## src/sv/lane_argmax_select_core_assert.svh

```systemverilog
// Assertion macros shared by the lane arg-max RTL.
`ifndef LANE_ARGMAX_SELECT_CORE_ASSERT_SVH
`define LANE_ARGMAX_SELECT_CORE_ASSERT_SVH

// cons must hold in the same cycle as ante
`define LASEL_ASSERT_IMP(lbl, ante, cons, msg) \
    lbl: assert property (@(posedge i_clk) disable iff (!i_rst_n) (ante) |-> (cons)) \
        else $error(msg);

// cond must never be true
`define LASEL_ASSERT_NEVER(lbl, cond, msg) \
    lbl: assert property (@(posedge i_clk) disable iff (!i_rst_n) !(cond)) \
        else $error(msg);

`endif

```

## src/sv/lasel_pkg.sv

```systemverilog
// Package: widths, item and queue status types for the lane arg-max block.
`default_nettype none

package lasel_pkg;

    localparam int LANES          = 4;
    localparam int WEIGHT_W       = 32;
    localparam int INDEX_IN_W     = 16;
    localparam int INDEX_OUT_W    = 16;
    localparam int INDEX_BITS_DEF = 16;
    localparam int QDEPTH         = 2;

    typedef logic [WEIGHT_W-1:0]   t_weight;
    typedef logic [INDEX_IN_W-1:0] t_index_in;

    // one candidate vector as it travels front -> queue -> back
    typedef struct packed {
        logic                        last;
        t_weight   [LANES-1:0]       weight;
        t_index_in [LANES-1:0]       index;
    } t_item;

    typedef struct packed {
        logic full;
        logic nonempty;
    } t_q_status;

endpackage

`default_nettype wire

```

## src/sv/lane_argmax_select_core.sv

```systemverilog
// Top level: streaming per-lane arg-max with batch reduction on the last beat.
//
//  channel  dir  handshake          payload
//  -------  ---  -----------------  ------------------------------------------
//  in       in   i_valid / o_stall  i_weight_lane0..3, i_index_lane0..3, i_last
//  out      out  o_valid / i_stall  o_best_index, o_found
//
//  Sustained rate: one beat per cycle while the output is not stalled, set by the per-lane compare-select.
//  After its last beat is taken, a result passes through the front register,
//  queue, lane update and two reduction tree levels.
//  Synchronous active-low reset empties the queue and clears the lane store.
//  A stall on the output freezes the back end; the 2-entry queue and front
//  register then fill before o_stall rises.
`default_nettype none

module lane_argmax_select_core #(
    parameter int INDEX_BITS = lasel_pkg::INDEX_BITS_DEF
) (
    input  logic                              i_clk,
    input  logic                              i_rst_n,
    input  logic                              i_valid,
    output logic                              o_stall,
    input  lasel_pkg::t_weight                i_weight_lane0,
    input  lasel_pkg::t_weight                i_weight_lane1,
    input  lasel_pkg::t_weight                i_weight_lane2,
    input  lasel_pkg::t_weight                i_weight_lane3,
    input  lasel_pkg::t_index_in              i_index_lane0,
    input  lasel_pkg::t_index_in              i_index_lane1,
    input  lasel_pkg::t_index_in              i_index_lane2,
    input  lasel_pkg::t_index_in              i_index_lane3,
    input  logic                              i_last,
    output logic                              o_valid,
    input  logic                              i_stall,
    output logic [lasel_pkg::INDEX_OUT_W-1:0] o_best_index,
    output logic                              o_found
);
    import lasel_pkg::*;

`include "lane_argmax_select_core_assert.svh"

    t_weight   in_weight [LANES];
    t_index_in in_index  [LANES];
    logic      push;
    logic      pop;
    t_item     front_item;
    t_item     q_item;
    t_q_status q_status;

    // gather the lane ports into arrays
    assign in_weight[0] = i_weight_lane0;
    assign in_weight[1] = i_weight_lane1;
    assign in_weight[2] = i_weight_lane2;
    assign in_weight[3] = i_weight_lane3;
    assign in_index[0]  = i_index_lane0;
    assign in_index[1]  = i_index_lane1;
    assign in_index[2]  = i_index_lane2;
    assign in_index[3]  = i_index_lane3;

    // front: registers each beat and tags it with its batch-end flag
    lasel_front u_front (
        .i_clk      (i_clk),
        .i_rst_n    (i_rst_n),
        .i_valid    (i_valid),
        .i_weight   (in_weight),
        .i_index    (in_index),
        .i_last     (i_last),
        .o_stall    (o_stall),
        .o_push     (push),
        .o_item     (front_item),
        .i_q_status (q_status)
    );

    // queue: lets the front keep taking beats while the back end waits
    lasel_queue u_queue (
        .i_clk    (i_clk),
        .i_rst_n  (i_rst_n),
        .i_push   (push),
        .i_item   (front_item),
        .i_pop    (pop),
        .o_item   (q_item),
        .o_status (q_status)
    );

    // back: lane store update and arg-max tree with the output register
    lasel_back #(
        .INDEX_BITS (INDEX_BITS)
    ) u_back (
        .i_clk        (i_clk),
        .i_rst_n      (i_rst_n),
        .i_q_status   (q_status),
        .i_item       (q_item),
        .o_pop        (pop),
        .o_valid      (o_valid),
        .i_stall      (i_stall),
        .o_best_index (o_best_index),
        .o_found      (o_found)
    );

    // the last beat fills every lane, so a result always has a candidate
    `LASEL_ASSERT_IMP(a_result_found, o_valid, o_found, "result without candidate")
    // queue must never be written while full
    `LASEL_ASSERT_NEVER(a_no_overflow, push && q_status.full, "queue overflow")
    // back end must never read an empty queue
    `LASEL_ASSERT_IMP(a_no_underflow, pop, q_status.nonempty, "queue underflow")

endmodule

`default_nettype wire

```

## src/sv/lasel_front.sv

```systemverilog
// Front stage: takes input beats and registers them as classified items.
`default_nettype none

module lasel_front (
    input  logic                  i_clk,
    input  logic                  i_rst_n,
    input  logic                  i_valid,
    input  lasel_pkg::t_weight    i_weight [lasel_pkg::LANES],
    input  lasel_pkg::t_index_in  i_index [lasel_pkg::LANES],
    input  logic                  i_last,
    output logic                  o_stall,
    output logic                  o_push,
    output lasel_pkg::t_item      o_item,
    input  lasel_pkg::t_q_status  i_q_status
);
    import lasel_pkg::*;

    logic  r_valid;
    t_item r_item;
    t_item n_item;
    logic  accept;

    assign o_stall = r_valid && i_q_status.full;
    assign o_push  = r_valid && !i_q_status.full;
    assign accept  = i_valid && !o_stall;
    assign o_item  = r_item;

    always_comb begin
        n_item.last = i_last;
        for (int l = 0; l < LANES; l++) begin
            n_item.weight[l] = i_weight[l];
            n_item.index[l]  = i_index[l];
        end
    end

    always_ff @(posedge i_clk) begin
        if (!i_rst_n) begin
            r_valid <= 1'b0;
        end else if (accept) begin
            r_valid <= 1'b1;
        end else if (o_push) begin
            r_valid <= 1'b0;
        end
    end

    always_ff @(posedge i_clk) begin
        if (accept) begin
            r_item <= n_item;
        end
    end

endmodule

`default_nettype wire

```

## src/sv/lasel_queue.sv

```systemverilog
// Short FIFO that decouples the front stage from the lane update.
`default_nettype none

module lasel_queue (
    input  logic                  i_clk,
    input  logic                  i_rst_n,
    input  logic                  i_push,
    input  lasel_pkg::t_item      i_item,
    input  logic                  i_pop,
    output lasel_pkg::t_item      o_item,
    output lasel_pkg::t_q_status  o_status
);
    import lasel_pkg::*;

    localparam int PTR_W = (QDEPTH > 1) ? $clog2(QDEPTH) : 1;
    localparam int CNT_W = $clog2(QDEPTH + 1);

    t_item             r_mem [QDEPTH];
    logic [PTR_W-1:0]  r_wr_ptr;
    logic [PTR_W-1:0]  r_rd_ptr;
    logic [CNT_W-1:0]  r_count;

    function automatic logic [PTR_W-1:0] ptr_inc(input logic [PTR_W-1:0] p);
        if (p == PTR_W'(QDEPTH - 1)) begin
            return '0;
        end
        return p + PTR_W'(1);
    endfunction

    assign o_item            = r_mem[r_rd_ptr];
    assign o_status.full     = (r_count == CNT_W'(QDEPTH));
    assign o_status.nonempty = (r_count != '0);

    always_ff @(posedge i_clk) begin
        if (!i_rst_n) begin
            r_wr_ptr <= '0;
            r_rd_ptr <= '0;
            r_count  <= '0;
        end else begin
            if (i_push) begin
                r_wr_ptr <= ptr_inc(r_wr_ptr);
            end
            if (i_pop) begin
                r_rd_ptr <= ptr_inc(r_rd_ptr);
            end
            if (i_push && !i_pop) begin
                r_count <= r_count + CNT_W'(1);
            end else if (!i_push && i_pop) begin
                r_count <= r_count - CNT_W'(1);
            end
        end
    end

    always_ff @(posedge i_clk) begin
        if (i_push) begin
            r_mem[r_wr_ptr] <= i_item;
        end
    end

endmodule

`default_nettype wire

```

## src/sv/lasel_back.sv

```systemverilog
// Back end: per-lane best update, then a two-level registered arg-max tree.
`default_nettype none

module lasel_back #(
    parameter int INDEX_BITS = lasel_pkg::INDEX_BITS_DEF
) (
    input  logic                            i_clk,
    input  logic                            i_rst_n,
    input  lasel_pkg::t_q_status            i_q_status,
    input  lasel_pkg::t_item                i_item,
    output logic                            o_pop,
    output logic                            o_valid,
    input  logic                            i_stall,
    output logic [lasel_pkg::INDEX_OUT_W-1:0] o_best_index,
    output logic                            o_found
);
    import lasel_pkg::*;

    localparam int PAIRS = LANES / 2;

    typedef struct packed {
        logic                  filled;
        t_weight               weight;
        logic [INDEX_BITS-1:0] index;
    } t_cand;

    // b (higher lane) wins on a strictly greater weight or when a is unfilled
    function automatic t_cand pick(input t_cand a, input t_cand b);
        if (b.filled && (!a.filled || (b.weight > a.weight))) begin
            return b;
        end
        return a;
    endfunction

    t_cand r_lane [LANES];
    t_cand n_lane [LANES];
    t_cand r_snap [LANES];
    t_cand r_l1   [PAIRS];
    t_cand r_out;
    logic  r_snap_valid;
    logic  r_l1_valid;
    logic  r_out_valid;
    logic  en;

    assign en    = !r_out_valid || !i_stall;
    assign o_pop = en && i_q_status.nonempty;

    always_comb begin
        for (int l = 0; l < LANES; l++) begin
            if (!r_lane[l].filled || (i_item.weight[l] > r_lane[l].weight)) begin
                n_lane[l].filled = 1'b1;
                n_lane[l].weight = i_item.weight[l];
                n_lane[l].index  = INDEX_BITS'(i_item.index[l]);
            end else begin
                n_lane[l] = r_lane[l];
            end
        end
    end

    always_ff @(posedge i_clk) begin
        if (!i_rst_n) begin
            for (int l = 0; l < LANES; l++) begin
                r_lane[l] <= '0;
            end
            r_snap_valid <= 1'b0;
            r_l1_valid   <= 1'b0;
            r_out_valid  <= 1'b0;
        end else begin
            if (o_pop) begin
                for (int l = 0; l < LANES; l++) begin
                    r_lane[l] <= i_item.last ? t_cand'('0) : n_lane[l];
                end
            end
            if (en) begin
                r_snap_valid <= o_pop && i_item.last;
                r_l1_valid   <= r_snap_valid;
                r_out_valid  <= r_l1_valid;
            end
        end
    end

    // payload of the reduction tree
    always_ff @(posedge i_clk) begin
        if (o_pop && i_item.last) begin
            for (int l = 0; l < LANES; l++) begin
                r_snap[l] <= n_lane[l];
            end
        end
        if (en) begin
            for (int p = 0; p < PAIRS; p++) begin
                r_l1[p] <= pick(r_snap[2*p], r_snap[2*p+1]);
            end
            r_out <= pick(r_l1[0], r_l1[1]);
        end
    end

    assign o_valid      = r_out_valid;
    assign o_found      = r_out.filled;
    assign o_best_index = r_out.filled ? INDEX_OUT_W'(r_out.index) : '0;

endmodule

`default_nettype wire
```

## config.mk

```make
export PLATFORM = sky130hd
export DESIGN_NAME = lane_argmax_select_core
export DESIGN_NICKNAME = d
export VERILOG_FILES = /design/src/sv/lasel_pkg.sv /design/src/sv/lane_argmax_select_core.sv /design/src/sv/lasel_front.sv /design/src/sv/lasel_queue.sv /design/src/sv/lasel_back.sv
export VERILOG_INCLUDE_DIRS = /design/src /design/src/sv
export SDC_FILE = /design/constraint.sdc
export NUM_CORES = 1
export LEC_CHECK = 0
export BUFFER_PORTS_ARGS = -buffer_cell sky130_fd_sc_hd__buf_4
export CORE_MARGIN = 10
export CORE_UTILIZATION = 45
export DETAILED_ROUTE_END_ITERATION = 8
export SYNTH_ARGS = -nofsm -noshare
export SYNTH_HDL_FRONTEND = slang
export SYNTH_SLANG_ARGS = --single-unit
```

## constraint.sdc

```tcl
create_clock -name i_clk -period 37.2 [get_ports i_clk]
set_input_delay 7.44 -clock i_clk [delete_from_list [all_inputs] [get_ports i_clk]]
set_output_delay 7.44 -clock i_clk [all_outputs]
set_load 0.005 [all_outputs]
```

==> summary.md <==
| Metric | Value |
|---|---|
| Reg clk slew, reported paths | `0.06 ns` |
| Async set or reset register ratio after synthesis | `0%` |
| Biggest area contributors in the synthesized netlist | `edfxtp_1, mux2_2, ha_1, a21oi_1, inv_1` |
| Routed WL per cell | `20.7 µm` |
| Most used flip-flop cell after synthesis | `edfxtp_1` |
| Avg Cell Area, Syn | `15.4 µm²` |
| Global-route layer with the greatest usage | `met2` |
| Yosys top cell by area | `edfxtp_1` |
| Synth top area share | `68.7%` |
| Global-route wire length before repair | `154000 µm` |
| Weighted congestion at the end of routability-driven global placement | `0.833` |
| Resized cells post-CTS | `0` |
| Max stage delay on crit path | `0.76 ns` |
| Antenna violations before repair | `3` |
| Nets@finish | `3728` |
| Hold Slack | `0.439 ns` |
| Number of instances in the synthesized netlist | `3075` |
| Hold Path Class | `reg2reg` |
| Unrepaired setup endpoints after global routing | `false` |
| Worst Hold Path Cells | `0` |
| Final count of pins violating max slew | `0` |
| Least-Margin Pin Slew | `1.26 ns` |
| Vias in the first global route | `26900` |
| Root Buffer | `clkbuf_16` |
| Outcome | `finished, final reports clean` |
| Count of yosys warnings during synthesis | `0` |
| Number of sinks handled by clock tree synthesis | `1095` |
| Crit-path most repeated cell | `buf_4` |
| Final setup violating endpoints | `0` |
| CP Buf/Inv Count | `3` |
| Met1 Track Usage GR | `21.7%` |
| Nature of the critical path endpoint | `flop` |
| Class of the most critical setup path | `in2reg` |
| Post-route DRC | `0` |
| Total number of H-tree levels | `3` |
| M3 GR Usage | `2.51%` |
| Final clock period utilization by the worst path | `28.2%` |
| Average via count per standard cell | `5.34` |
| Total overflow reported by the global router | `0` |
| Data required, critical path | `37.55 ns` |
| Routed wire length | `99500 µm` |
| Area of the die | `0.119 mm²` |
| Max_slew headroom | `15.8%` |
| Starting density of the core | `45.2%` |
| Number of synthesized flops with an enable pin | `1086` |
| Count of filler cells inserted in the layout | `8544` |
| Number of distinct standard cells referenced by the synthesized netlist | `75` |
| Worst r2r path cells | `9` |
| Final Hold Vio Count | `0` |
| Total negative slack | `0 ns` |
| Crit path launch type | `primary input` |
| Most frequent cell after synthesis | `edfxtp_1` |
| Cell type group with the largest total delay on the critical path | `buffers and inverters` |
| Min Clock Period, post-route | `10.50 ns` |
| Overall via count from detail_route | `25600` |
| Register-to-register path setup slack | `31.30 ns` |
| Largest fanout on the critical path | `53` |
| DIE WIDTH | `345 µm` |
| Quantity of hold-fixing buffers added after cts | `0` |
| Data arrival time at the worst-slack endpoint | `10.86 ns` |
| Initial detailed-routing violation count | `1672` |
| Mapped cell area | `0.0475 mm²` |
| CTS tree | `yes` |
| Sequence of cells on the critical path | `buf_4, nand2_4, o21ai_1, or2_4, buf_4, buf_4, a2111oi_0` |
| Number of storage elements in the synthesis netlist | `1095` |
| Total stage count of the critical path | `7` |
| Site Rows | `119` |
| Number of top-level design ports | `216` |
| Clock latency reported for the late side of the worst-skew pair | `0.68 ns` |
| Maximum VDD drop | `0.0000446 V` |
| Area of the core | `0.105 mm²` |
| Share of final-layout standard cells stronger than drive strength 1 | `23.1%` |
| Global Route met2 Usage | `28.4%` |
| Post-Route Skew | `0.0319 ns` |
| IO Port Bufs | `215` |
| Post-DP HPWL | `68000 µm` |
| Buffers from clock root to sink, at most | `3` |
| Total of max-cap violations | `0` |
| Pin count of the biggest net entering global routing | `138` |
| Number of clock buffers inserted by TritonCTS | `112` |
| Area growth syn-to-layout | `14.4%` |
| All-Layer GR Usage | `16.6%` |
| Leak Pwr | `19.5 nW` |
| Power Density | `76.3 mW/mm²` |
| Fraction of the yosys area taken by sequential cells | `69.1%` |
| Worst-path cell with the longest stage delay | `buf_4` |
| Die outline height | `345 µm` |
| DRT antenna net count | `0` |
| Top cell types by occurrence after synthesis | `edfxtp_1, a21oi_1, mux2_2, inv_1, ha_1` |
| Number of setup buffers added after CTS | `0` |
| Timing-limited maximum frequency | `95.2 MHz` |
| Number of iterations in the first detailed-routing pass | `5` |
-- power breakdown --
part | internal, mW | switching (mW)
Clock | 0.681 | 0.463
Sequential | 1.73 | 0.121
Combinational | 0.446 | 0.700
Total | 2.86 | 1.28
-- state kept, by name (all words and copies together), names as in the netlist, 2 cells and up, named ones only --
signal           count
u_back.r_lane      196
u_front.o_item     193
u_queue.r_mem      386
u_back.r_out        16
u_back.r_l1         98
u_back.r_snap      196
u_queue.r_count      2
-- final timing paths --
check                                        start              endpoint
worst max-delay path                       i_stall  u_back.r_lane[2][47]
worst min-delay path            u_front.o_item[44]  u_queue.r_mem[1][44]
worst max register to register                flop   u_back.r_snap[0][0]
worst min register to register  u_front.o_item[44]  u_queue.r_mem[1][44]
-- cells in the final DEF, fill, tap and decap left out, types with 25 or more instances in the layout --
| master | synthesis | layout |
|---|---|---|
| a211oi_1 | 57 | 57 |
| and2_1 | 25 | 25 |
| buf_4 | 16 | 241 |
| a21oi_1 | 282 | 282 |
| edfxtp_1 | 1086 | 1086 |
| a221oi_1 | 35 | 35 |
| nor2b_1 | 46 | 45 |
| inv_1 | 234 | 234 |
| mux2_2 | 267 | 267 |
| o21ai_0 | 28 | 28 |
| nor2_1 | 49 | 47 |
| mux2_1 | 33 | 33 |
| mux2i_1 | 70 | 70 |
| nor3_1 | 88 | 88 |
| nand2_1 | 158 | 156 |
| clkbuf_16 | 0 | 115 |
| ha_1 | 225 | 225 |
| a211oi_2 | 59 | 59 |
| nand4_1 | 34 | 34 |
-- per-layer routing --
metal / vias to the layer above / share of wire [%]
li1: 12200 / -
met1: 12700 / 44
met2: 570 / 49
met3: 126 / 4.4
met4: 0 / 2.3
met5: - / 0
-- worst register-to-register path, cell delays in order, from the launching register on --
cell,delay [ns]
dfxtp_4,0.86
buf_12,0.49
mux2_2,0.65
ha_1,0.32
nand4_1,0.16
nor4_1,0.63
nand3_1,0.26
a2bb2oi_4,0.85
buf_4,0.92
mux2_2,0.51
-- area by class of cell --
| cell class | instances | area (µm²) | area share (%) |
|---|---|---|---|
| diodes | 1 | 2.50 | 0.00461 |
| flip-flops and latches | 1095 | 32800 | 60.4 |
| multi-input cells | 1618 | 13200 | 24.4 |
| inverters | 235 | 882 | 1.62 |
| clock buffers | 141 | 3000 | 5.52 |
| well taps | 1391 | 1740 | 3.21 |
| clock inverters | 69 | 782 | 1.44 |
| repair buffers | 244 | 1880 | 3.46 |
-- through the flow --
step | worst slack (ns) | utilization [%] | instance area, µm² | power (mW) | instances
after detailed placement | 25.99 | 48.1 | 50500 | 3.02 | 4582
after CTS | 26.73 | 51.7 | 54300 | 4.18 | 4792
final | 26.70 | 51.7 | 54300 | 4.14 | 4794
after floorplan | 17.53 | - | 47500 | 2.70 | 3078
after global placement | 26.15 | 48.1 | 50500 | 2.98 | 4582
after global routing | 26.48 | 51.7 | 54300 | 4.39 | 4793
-- cells by family after synthesis --
family,synth area share [%]
flip-flops,69.1
AO/OA/AOI/OAI,7.90
AND/OR/NAND/NOR,5.09
multiplexers,8.60
buffers and inverters,3.31
adder cells (fa/ha/maj),5.93
XOR/XNOR,0.0554
other,0.00790
No activity file was read; power rests on OpenSTA's default activity.
